**config.mk**
```make
export PLATFORM = sky130hd
export DESIGN_NAME = api_frame_receiver
export DESIGN_NICKNAME = d
export VERILOG_FILES = /design/src/hw/rtl/afr_pkg.sv /design/src/hw/rtl/afr_front.sv /design/src/hw/rtl/afr_queue.sv /design/src/hw/rtl/afr_back.sv /design/src/hw/rtl/api_frame_receiver.sv
export SDC_FILE = /design/constraint.sdc
export NUM_CORES = 1
export LEC_CHECK = 0
export BUFFER_PORTS_ARGS = -buffer_cell sky130_fd_sc_hd__buf_4
export CAP_MARGIN = 40
export CORE_ASPECT_RATIO = 0.75
export CORE_UTILIZATION = 60
export DETAILED_ROUTE_END_ITERATION = 7
export PLACE_DENSITY = 0.88
export SKIP_LAST_GASP = 1
export SLEW_MARGIN = 20
export SYNTH_ARGS = -nofsm -noshare
export SYNTH_HDL_FRONTEND = slang
export SYNTH_HIERARCHICAL = 1
export SYNTH_SLANG_ARGS = --single-unit
```
**constraint.sdc**
```tcl
create_clock -name clk -period 5.5 [get_ports clk]
set_clock_uncertainty 0.2 [all_clocks]
set_input_delay 0.275 -clock clk [delete_from_list [all_inputs] [get_ports clk]]
set_output_delay 0.275 -clock clk [all_outputs]
set_load 0.005 [all_outputs]
```
**src/hw/rtl/afr_pkg.sv**
```systemverilog
// Package for the frame receiver: item, result and job types, codes and constants.
// No dependencies; every other file imports it.
`timescale 1ns / 1ps

package afr_pkg;

	localparam int AFR_PAYLOAD_DEPTH = 16;
	localparam int AFR_QUEUE_DEPTH   = 2;

	localparam logic [7:0]  START_BYTE     = 8'h7E;
	localparam logic [15:0] TIMEOUT_RESET  = 16'd150;
	localparam logic [15:0] IDLE_MAX       = 16'hFFFF;

	// APB register map: index taken from paddr[2]
	localparam int   APB_ADDR_W  = 3;
	localparam logic REG_TIMEOUT = 1'b0;

	typedef enum logic [1:0] {
		ST_GOOD     = 2'd0,
		ST_BAD_SUM  = 2'd1,
		ST_TIMEOUT  = 2'd2,
		ST_TOO_LONG = 2'd3
	} status_t;

	typedef enum logic [1:0] {
		PH_START = 2'd0,
		PH_MSB   = 2'd1,
		PH_LSB   = 2'd2,
		PH_DATA  = 2'd3
	} phase_t;

	typedef enum logic [1:0] {
		BK_IDLE,
		BK_STAT,
		BK_BYTES
	} bk_state_t;

	typedef struct packed {
		logic       func;
		logic [7:0] rx_byte;
	} item_t;

	typedef struct packed {
		logic [1:0]  status;
		logic        has_byte;
		logic [7:0]  payload_byte;
		logic [3:0]  byte_index;
		logic [15:0] frame_length;
		logic        last;
	} result_t;

	// one finished frame or error, handed from front to back
	typedef struct packed {
		status_t     status;
		logic [15:0] length;
	} job_t;

endpackage

```
**src/hw/rtl/afr_front.sv**
```systemverilog
// Front end: frame parser, checksum and timeout tracking; writes payload store, pushes jobs.
// Depends on afr_pkg.
`timescale 1ns / 1ps

module afr_front
	import afr_pkg::*;
#(
	parameter int PAYLOAD_DEPTH = AFR_PAYLOAD_DEPTH,
	localparam int AW = (PAYLOAD_DEPTH > 1) ? $clog2(PAYLOAD_DEPTH) : 1
) (
	input  logic          clk,
	input  logic          arst_n,
	input  logic [15:0]   timeout_ticks,
	input  logic          item_valid,
	output logic          item_stall,
	input  item_t         item,
	output logic          job_push,
	output job_t          job,
	input  logic          queue_full,
	input  logic          store_busy,
	output logic          store_we,
	output logic [AW-1:0] store_waddr,
	output logic [7:0]    store_wdata
);

	localparam logic [15:0] DEPTH_W = 16'(PAYLOAD_DEPTH);

	phase_t      phase_q, phase_d;
	logic [15:0] length_q, length_d;
	logic [15:0] taken_q, taken_d;
	logic [7:0]  sum_q, sum_d;
	logic [15:0] idle_q, idle_d;

	logic        accept;
	logic [15:0] idle_inc;
	logic        timeout_hit;
	logic        in_payload;
	logic        is_check;
	logic        writes_store;
	logic        gives_result;
	status_t     check_status;

	// classify the item at the port
	always_comb begin
		idle_inc     = (idle_q == IDLE_MAX) ? idle_q : idle_q + 16'd1;
		timeout_hit  = item.func && (phase_q != PH_START) && (idle_inc >= timeout_ticks);
		in_payload   = !item.func && (phase_q == PH_DATA) && (taken_q < length_q);
		is_check     = !item.func && (phase_q == PH_DATA) && !(taken_q < length_q);
		writes_store = in_payload && (taken_q < DEPTH_W);
		gives_result = timeout_hit || is_check;
		priority if (length_q > DEPTH_W) begin
			check_status = ST_TOO_LONG;
		end else if ((~sum_q) != item.rx_byte) begin
			check_status = ST_BAD_SUM;
		end else begin
			check_status = ST_GOOD;
		end
	end

	// hold a result while the queue is full; hold a store write while the back reads it
	assign item_stall = (gives_result && queue_full) || (writes_store && store_busy);
	assign accept     = item_valid && !item_stall;

	// next state
	always_comb begin
		phase_d  = phase_q;
		length_d = length_q;
		taken_d  = taken_q;
		sum_d    = sum_q;
		idle_d   = idle_q;
		if (accept) begin
			if (item.func) begin
				if (phase_q != PH_START) begin
					if (timeout_hit) begin
						phase_d = PH_START;
						taken_d = '0;
						sum_d   = '0;
						idle_d  = '0;
					end else begin
						idle_d = idle_inc;
					end
				end
			end else begin
				idle_d = '0;
				unique case (phase_q)
					PH_START: begin
						if (item.rx_byte == START_BYTE) begin
							phase_d  = PH_MSB;
							length_d = '0;
							taken_d  = '0;
							sum_d    = '0;
						end
					end
					PH_MSB: begin
						length_d = {item.rx_byte, 8'h00};
						phase_d  = PH_LSB;
					end
					PH_LSB: begin
						length_d = {length_q[15:8], item.rx_byte};
						phase_d  = PH_DATA;
					end
					PH_DATA: begin
						if (in_payload) begin
							sum_d   = sum_q + item.rx_byte;
							taken_d = taken_q + 16'd1;
						end else begin
							phase_d = PH_START;
							taken_d = '0;
							sum_d   = '0;
						end
					end
				endcase
			end
		end
	end

	// outputs
	always_comb begin
		job_push    = accept && gives_result;
		job.status  = timeout_hit ? ST_TIMEOUT : check_status;
		job.length  = length_q;
		store_we    = accept && writes_store;
		store_waddr = taken_q[AW-1:0];
		store_wdata = item.rx_byte;
	end

	always_ff @(posedge clk or negedge arst_n) begin
		if (!arst_n) begin
			phase_q  <= PH_START;
			length_q <= '0;
			taken_q  <= '0;
			sum_q    <= '0;
			idle_q   <= '0;
		end else begin
			phase_q  <= phase_d;
			length_q <= length_d;
			taken_q  <= taken_d;
			sum_q    <= sum_d;
			idle_q   <= idle_d;
		end
	end

	a_start_clean: assert property (@(posedge clk) disable iff (!arst_n)
		phase_q == PH_START |-> taken_q == 16'd0 && sum_q == 8'd0 && idle_q == 16'd0)
		else $error("front: counters not cleared while hunting for start");

	a_push_room: assert property (@(posedge clk) disable iff (!arst_n)
		job_push |-> !queue_full)
		else $error("front: job pushed into full queue");

	a_write_free: assert property (@(posedge clk) disable iff (!arst_n)
		store_we |-> !store_busy)
		else $error("front: payload store written while back reads it");

endmodule

```
**src/hw/rtl/afr_queue.sv**
```systemverilog
// Short job queue between front and back ends.
// Depends on afr_pkg.
`timescale 1ns / 1ps

module afr_queue
	import afr_pkg::*;
#(
	parameter int QUEUE_DEPTH = AFR_QUEUE_DEPTH,
	localparam int PW = (QUEUE_DEPTH > 1) ? $clog2(QUEUE_DEPTH) : 1,
	localparam int CW = $clog2(QUEUE_DEPTH + 1)
) (
	input  logic clk,
	input  logic arst_n,
	input  logic push,
	input  job_t push_job,
	output logic full,
	input  logic pop,
	output job_t pop_job,
	output logic pop_valid
);

	localparam logic [CW-1:0] DEPTH_C = CW'(QUEUE_DEPTH);
	localparam logic [PW-1:0] LAST_P  = PW'(QUEUE_DEPTH - 1);

	job_t          slot_q [QUEUE_DEPTH];
	logic [PW-1:0] wr_ptr_q, rd_ptr_q;
	logic [CW-1:0] count_q;
	logic          do_pop;

	assign full      = (count_q == DEPTH_C);
	assign pop_valid = (count_q != '0);
	assign pop_job   = slot_q[rd_ptr_q];
	assign do_pop    = pop && pop_valid;

	always_ff @(posedge clk) begin
		if (push) begin
			slot_q[wr_ptr_q] <= push_job;
		end
	end

	always_ff @(posedge clk or negedge arst_n) begin
		if (!arst_n) begin
			wr_ptr_q <= '0;
			rd_ptr_q <= '0;
			count_q  <= '0;
		end else begin
			if (push) begin
				wr_ptr_q <= (wr_ptr_q == LAST_P) ? '0 : wr_ptr_q + PW'(1);
			end
			if (do_pop) begin
				rd_ptr_q <= (rd_ptr_q == LAST_P) ? '0 : rd_ptr_q + PW'(1);
			end
			priority if (push && !do_pop) begin
				count_q <= count_q + CW'(1);
			end else if (do_pop && !push) begin
				count_q <= count_q - CW'(1);
			end
		end
	end

endmodule

```
**src/hw/rtl/afr_back.sv**
```systemverilog
// Back end: payload store, job sequencer and result output register.
// Depends on afr_pkg.
`timescale 1ns / 1ps

module afr_back
	import afr_pkg::*;
#(
	parameter int PAYLOAD_DEPTH = AFR_PAYLOAD_DEPTH,
	localparam int AW = (PAYLOAD_DEPTH > 1) ? $clog2(PAYLOAD_DEPTH) : 1
) (
	input  logic          clk,
	input  logic          arst_n,
	input  logic          job_valid,
	input  job_t          job,
	output logic          job_pop,
	output logic          busy,
	input  logic          store_we,
	input  logic [AW-1:0] store_waddr,
	input  logic [7:0]    store_wdata,
	output logic          result_valid,
	input  logic          result_stall,
	output result_t       result
);

	localparam logic [15:0] DEPTH_W = 16'(PAYLOAD_DEPTH);

	logic [7:0]    store_mem [PAYLOAD_DEPTH];

	bk_state_t     state_q, state_d;
	job_t          job_q;
	logic [AW-1:0] idx_q;
	logic          issued_all_q;
	logic          rd_valid_s1;
	logic [AW-1:0] rd_idx_s1;
	logic          rd_last_s1;
	logic [7:0]    rd_data_s1;
	logic          out_valid_q;
	result_t       out_q;

	logic          out_free;
	logic          rd_en;
	logic          load_stat;
	logic          load_byte;
	logic          last_issue;
	logic [15:0]   rd_idx_w;

	assign out_free   = !out_valid_q || !result_stall;
	assign last_issue = (16'(idx_q) + 16'd1) == job_q.length;
	assign rd_idx_w   = 16'(rd_idx_s1);

	// next state
	always_comb begin
		state_d = state_q;
		unique case (state_q)
			BK_IDLE: begin
				if (job_valid) begin
					state_d = (job.status != ST_GOOD || job.length == 16'd0) ? BK_STAT : BK_BYTES;
				end
			end
			BK_STAT: begin
				if (out_free) begin
					state_d = BK_IDLE;
				end
			end
			BK_BYTES: begin
				if (rd_valid_s1 && rd_last_s1 && out_free) begin
					state_d = BK_IDLE;
				end
			end
			default: state_d = BK_IDLE;
		endcase
	end

	// outputs
	always_comb begin
		job_pop   = (state_q == BK_IDLE) && job_valid;
		load_stat = (state_q == BK_STAT) && out_free;
		rd_en     = (state_q == BK_BYTES) && !issued_all_q && !rd_valid_s1 && out_free;
		load_byte = rd_valid_s1 && out_free;
		busy      = (state_q != BK_IDLE);
	end

	always_ff @(posedge clk) begin
		if (store_we) begin
			store_mem[store_waddr] <= store_wdata;
		end
		if (rd_en) begin
			rd_data_s1 <= store_mem[idx_q];
			rd_idx_s1  <= idx_q;
			rd_last_s1 <= last_issue;
		end
		if (job_pop) begin
			job_q <= job;
		end
		if (load_stat) begin
			out_q <= '{status: job_q.status, has_byte: 1'b0, payload_byte: 8'h00,
			           byte_index: 4'h0, frame_length: job_q.length, last: 1'b1};
		end else if (load_byte) begin
			out_q <= '{status: ST_GOOD, has_byte: 1'b1, payload_byte: rd_data_s1,
			           byte_index: rd_idx_w[3:0], frame_length: job_q.length,
			           last: rd_last_s1};
		end
	end

	always_ff @(posedge clk or negedge arst_n) begin
		if (!arst_n) begin
			state_q      <= BK_IDLE;
			idx_q        <= '0;
			issued_all_q <= 1'b0;
			rd_valid_s1  <= 1'b0;
			out_valid_q  <= 1'b0;
		end else begin
			state_q <= state_d;
			if (job_pop) begin
				idx_q        <= '0;
				issued_all_q <= 1'b0;
			end else if (rd_en) begin
				idx_q        <= idx_q + AW'(1);
				issued_all_q <= last_issue;
			end
			// read and load exclude each other: a read waits for stage 1 to empty
			if (rd_en) begin
				rd_valid_s1 <= 1'b1;
			end else if (load_byte) begin
				rd_valid_s1 <= 1'b0;
			end
			if (load_stat || load_byte) begin
				out_valid_q <= 1'b1;
			end else if (!result_stall) begin
				out_valid_q <= 1'b0;
			end
		end
	end

	assign result_valid = out_valid_q;
	assign result       = out_q;

	a_read_gap: assert property (@(posedge clk) disable iff (!arst_n)
		rd_en |-> !rd_valid_s1)
		else $error("back: read issued over a pending read");

	a_read_state: assert property (@(posedge clk) disable iff (!arst_n)
		rd_valid_s1 |-> state_q == BK_BYTES)
		else $error("back: read data pending outside byte phase");

	a_byte_len: assert property (@(posedge clk) disable iff (!arst_n)
		state_q == BK_BYTES |-> job_q.length != 16'd0 && job_q.length <= DEPTH_W
		&& job_q.status == ST_GOOD)
		else $error("back: byte phase entered with an unfit job");

endmodule

```
**src/hw/rtl/api_frame_receiver.sv**
```systemverilog
// Frame receiver: each accepted byte or tick is absorbed by the front end; a status
// result passes through the job queue, the back end's sequencer and the result output
// register; payload bytes of a good frame are read one at a time, each by one store read
// and then the output register. Payload bytes are held off while the back end still
// reads the store. Reset clears all control state and sets timeout_ticks to 150; the
// payload store is left as is, with no clearing pass.
`timescale 1ns / 1ps

module api_frame_receiver
	import afr_pkg::*;
#(
	parameter int PAYLOAD_DEPTH = AFR_PAYLOAD_DEPTH,
	parameter int QUEUE_DEPTH   = AFR_QUEUE_DEPTH
) (
	input  logic                  clk,
	input  logic                  arst_n,
	input  logic                  psel,
	input  logic                  penable,
	input  logic                  pwrite,
	input  logic [APB_ADDR_W-1:0] paddr,
	input  logic [31:0]           pwdata,
	output logic [31:0]           prdata,
	output logic                  pready,
	input  logic                  item_valid,
	output logic                  item_stall,
	input  item_t                 item,
	output logic                  result_valid,
	input  logic                  result_stall,
	output result_t               result
);

	localparam int AW = (PAYLOAD_DEPTH > 1) ? $clog2(PAYLOAD_DEPTH) : 1;

	logic [15:0]   timeout_q;
	logic          job_push;
	job_t          push_job;
	logic          queue_full;
	logic          job_pop;
	job_t          pop_job;
	logic          job_valid;
	logic          back_busy;
	logic          store_busy;
	logic          store_we;
	logic [AW-1:0] store_waddr;
	logic [7:0]    store_wdata;

	assign pready = 1'b1;
	assign prdata = (paddr[2] == REG_TIMEOUT) ? {16'h0000, timeout_q} : 32'h0000_0000;

	always_ff @(posedge clk or negedge arst_n) begin
		if (!arst_n) begin
			timeout_q <= TIMEOUT_RESET;
		end else if (psel && penable && pwrite && pready && paddr[2] == REG_TIMEOUT) begin
			timeout_q <= pwdata[15:0];
		end
	end

	assign store_busy = back_busy || job_valid;

	afr_front #(.PAYLOAD_DEPTH(PAYLOAD_DEPTH)) u_front (
		.clk           (clk),
		.arst_n        (arst_n),
		.timeout_ticks (timeout_q),
		.item_valid    (item_valid),
		.item_stall    (item_stall),
		.item          (item),
		.job_push      (job_push),
		.job           (push_job),
		.queue_full    (queue_full),
		.store_busy    (store_busy),
		.store_we      (store_we),
		.store_waddr   (store_waddr),
		.store_wdata   (store_wdata)
	);

	afr_queue #(.QUEUE_DEPTH(QUEUE_DEPTH)) u_queue (
		.clk       (clk),
		.arst_n    (arst_n),
		.push      (job_push),
		.push_job  (push_job),
		.full      (queue_full),
		.pop       (job_pop),
		.pop_job   (pop_job),
		.pop_valid (job_valid)
	);

	afr_back #(.PAYLOAD_DEPTH(PAYLOAD_DEPTH)) u_back (
		.clk          (clk),
		.arst_n       (arst_n),
		.job_valid    (job_valid),
		.job          (pop_job),
		.job_pop      (job_pop),
		.busy         (back_busy),
		.store_we     (store_we),
		.store_waddr  (store_waddr),
		.store_wdata  (store_wdata),
		.result_valid (result_valid),
		.result_stall (result_stall),
		.result       (result)
	);

endmodule
```
==> results.cfg <==
[floorplanning]
core_area_um2 = 23910
die_h_um = 137.1
die_area_um2 = 24980
start_util_pct = 61.09
io_pins = 118
row_count = 49
die_x_um = 182.2

[sta]
max_freq_mhz = 186.7
tightest_slew_ns = 0.8066
finalSetupViolCount = 0
finalHoldViolCount = 0
fin_crit_ns = 5.358
maxSlewViolCount = 0
relSlewSlack_pct = 46.08
setup_ws_ns = 0.1425
timing.final.crit_share_pct = 97.41

[min_path]
hold_start = item_valid
hp-class = in2reg

[pwr]
comb_power_share_pct = 26.3
internal_power_mw = 5.176
vdd_ir_drop_max_mv = 0.3240
switchingPower_mw = 2.221
p_seq_share_pct = 44.3
clkPwrFrac_pct = 29.3
p_total_mw = 7.397
power.density_nw_per_um2 = 438.9
sw_frac_of_total_pct = 30.03
leakage_nw = 6.642

[detailed_routing]
ant_nets = 0
drc = 0
dr_total_vias = 9723
wl_per_cell_um = 21.56
vias_per_cell = 6.253
first_pass_iters = 8
wl_um = 33520
first_iter_violations = 1200

[logic_synthesis]
synth_top_cell_area_share_pct = 43.79
muxShareOfSynthArea_pct = 8.677
synth.area.top_cells = edfxtp_1 44%, dfrtp_1 14%, ha_1 3.9%, mux2i_1 2.9%, mux4_2 2.5%
syn_area_per_cell_um2 = 13.22
netlist_area_um2 = 14610
synth_top_family_by_area = simple AND/OR/NAND/NOR gates
ys_top_cells_by_count = 213 x edfxtp_1, 83 x dfrtp_1, 82 x nand2_1, 52 x o21ai_0, 50 x nor2_1
synthAdderAreaFrac_pct = 4.077
synthFlopType = edfxtp_1
synth-compound-area-share_pct = 8.642
seq_area_frac_synth_pct = 60.64
yosys_register_bits = 314
synthMostInstantiatedCell = edfxtp_1
ys_async_sr_fraction_pct = 27.71
synth_cell_types = 82
syn_inst = 1105
synth_xor_area_share_pct = 1.619
synth-edff-count = 213
synthSimpleGateAreaFrac_pct = 11.61
synth_top_area_cell = edfxtp_1
yosys_warnings = 6

[grt]
grt_pass1_vias = 9346
met3_usage_pct = 3.912
use_met2_pct = 44.47
met1_usage_pct = 38.36
grt_antenna_before_repair = 0
grt_pass1_wl_um = 51710
gr-total-overflow = 0
grt-busiest-layer = met2
grtUsageTotal_pct = 27.11
grt_max_degree = 56

[placement]
pre_cts_ws_ns = 0.1988
dp_hpwl_um = 20900
port-buffer-count = 82
place_inst = 1469
gp_congestion = 0.8230

[clock_tree]
numCtsBuffers = 30
tritoncts = built
cts_buffer_depth = 3
cts-htree-levels = 1
clock-sinks = 314
cts.clk_slew.worst_paths_ns = 0.07
root_buffer = clkbuf_16
clk_latency_ns = 0.55

[cells_and_area]
num_antenna_cells = 0
fin_nets = 1326
regArea_um2 = 8860
final_cells = 1555
area_delta_synth_final_pct = 15.37
multi_input_area_um2 = 5166
num-fill-cells = 1469
layout-drive-gt1-share_pct = 21.46

[critical_path]
critPathArrivalTime_ns = 5.41
r2r_slack_ns = 0.14
crit_path_end_kind = flop
crit_type = reg2reg
worst_setup_path_start_kind = flop
worstSetupStartpoint = u_front/idle_q[4]
cp_max_fo = 8
cp.required_ns = 5.56
worstReg2RegStart = u_front/idle_q[4]

[run]
maxCapViolCount = 0

[status]
outcome = finished, final reports clean
state kept, by name, indices dropped and copies added, names as in the netlist, 2 cells and up:
signal,count
u_back/rd_data_s1,8
u_back/state_q,2
u_queue/count_q,2
u_front/idle_q,16
u_front/length_q,16
u_front/phase_q,2
u_back/result,32
u_back/idx_q,4
u_back/job_q,18
u_queue/slot_q,36
u_back/rd_idx_s1,4
u_front/taken_q,16
u_back/store_mem,128
timeout_q,16
u_front/sum_q,8
worst paths after layout:
check / endpoint / depth (start not counted)
min: u_front/length_q[11] / 4
max reg2reg: u_back/store_mem[0][4] / 19
max in group asynchronous: u_back/idx_q[0] / 3
max: u_back/store_mem[0][4] / 19
min reg2reg: u_back/result[24] / 2
min in group asynchronous: timeout_q[12] / 3
cell usage in the layout, fill, tap and decap left out, drive strengths merged, types with 11 or more instances in the layout:
| cell | instances |
|---|---|
| o21ai | 57 |
| clkbuf | 39 |
| a221oi | 16 |
| buf | 117 |
| edfxtp | 213 |
| dfrtp | 83 |
| dfxtp | 14 |
| inv | 49 |
| ha | 46 |
| mux2 | 36 |
| a21oi | 37 |
| nor4 | 15 |
| mux4 | 16 |
| conb | 17 |
| dlygate4sd3 | 28 |
| nand2 | 83 |
| clkinv | 11 |
| nand4 | 12 |
| a31o | 13 |
| nand3 | 44 |
| nor2 | 52 |
| nor2b | 45 |
| and3 | 11 |
| mux2i | 43 |
| xnor2 | 18 |
cells by family after synthesis:
family / Yosys count
and+or+nand+nor: 318
DFF: 314
AOI/OAI and AO/OA: 182
buffers and inverters: 120
muxes: 95
adders and majority gates: 47
xor gates and xnor gates: 27
other: 2
power by group through the flow:
stage | Combinational [mW] | Clock (mW) | Sequential, mW
floorplan | 1.36 | 0 | 3.20
global placement | 1.67 | 0 | 3.35
detailed placement | 1.86 | 0 | 3.31
CTS | 1.91 | 2.20 | 3.27
global route | 2.11 | 2.29 | 3.32
finish | 1.95 | 2.17 | 3.28
per-layer routing:
| metal | up-vias | wire (µm) |
|---|---|---|
| met5 | - | 0 |
| met2 | 560 | 15710 |
| met3 | 76 | 3007 |
| met1 | 4791 | 14010 |
| met4 | 0 | 786 |
| li1 | 4296 | - |
final cells by class:
class | instances | share of cell area, %
sequential | 314 | 52.57
multi-input combinational | 686 | 30.65
timing repair buffer | 146 | 7.186
clock buffer | 38 | 5.011
tap | 306 | 2.272
clock inverter | 15 | 1.195
inverter | 50 | 1.114
critical path, stage by stage (launching register included):
cell       delay [ns]
dfrtp_1          0.48
and3_2           0.30
nand4_1          0.11
buf_4            0.18
nor2_4           0.13
nand3_2          0.25
nand4_1          0.24
xnor2_1          0.18
ha_1             0.30
a21o_1           0.20
nand3_1          0.12
o2111ai_1        0.17
a211oi_2         0.38
nand4bb_1        0.24
nand2_1          0.10
nor2_1           0.19
and4_2           0.33
or3b_2           0.51
nor3_1           0.23
buf_4            0.23
metrics by stage:
| stage | util (%) | hold slack, ns | setup TNS, ns | instance area, µm² |
|---|---|---|---|---|
| final | 70.49 | 0.03995 | 0 | 16850 |
| after global placement | 64.29 | -0.07043 | 0 | 15370 |
| after global routing | 70.49 | 0.05192 | -0.1396 | 16850 |
| after floorplan | - | -0.2206 | 0 | 14660 |
| after detailed placement | 64.64 | -0.07363 | 0 | 15460 |
| after CTS | 70.21 | 0.009511 | 0 | 16790 |
repair_timing:
action | 4_1_cts | 5_1_grt
hold buffers | 28 | 0
endpoints found under the setup margin | 8 | 146
gates cloned | 0 | 0
hold endpoints to repair | 204 | 0
gates resized for setup | 1 | 9
buffers inserted | 0 | 4
pin swaps | 0 | 2
Power figures use the tool's default switching activity.
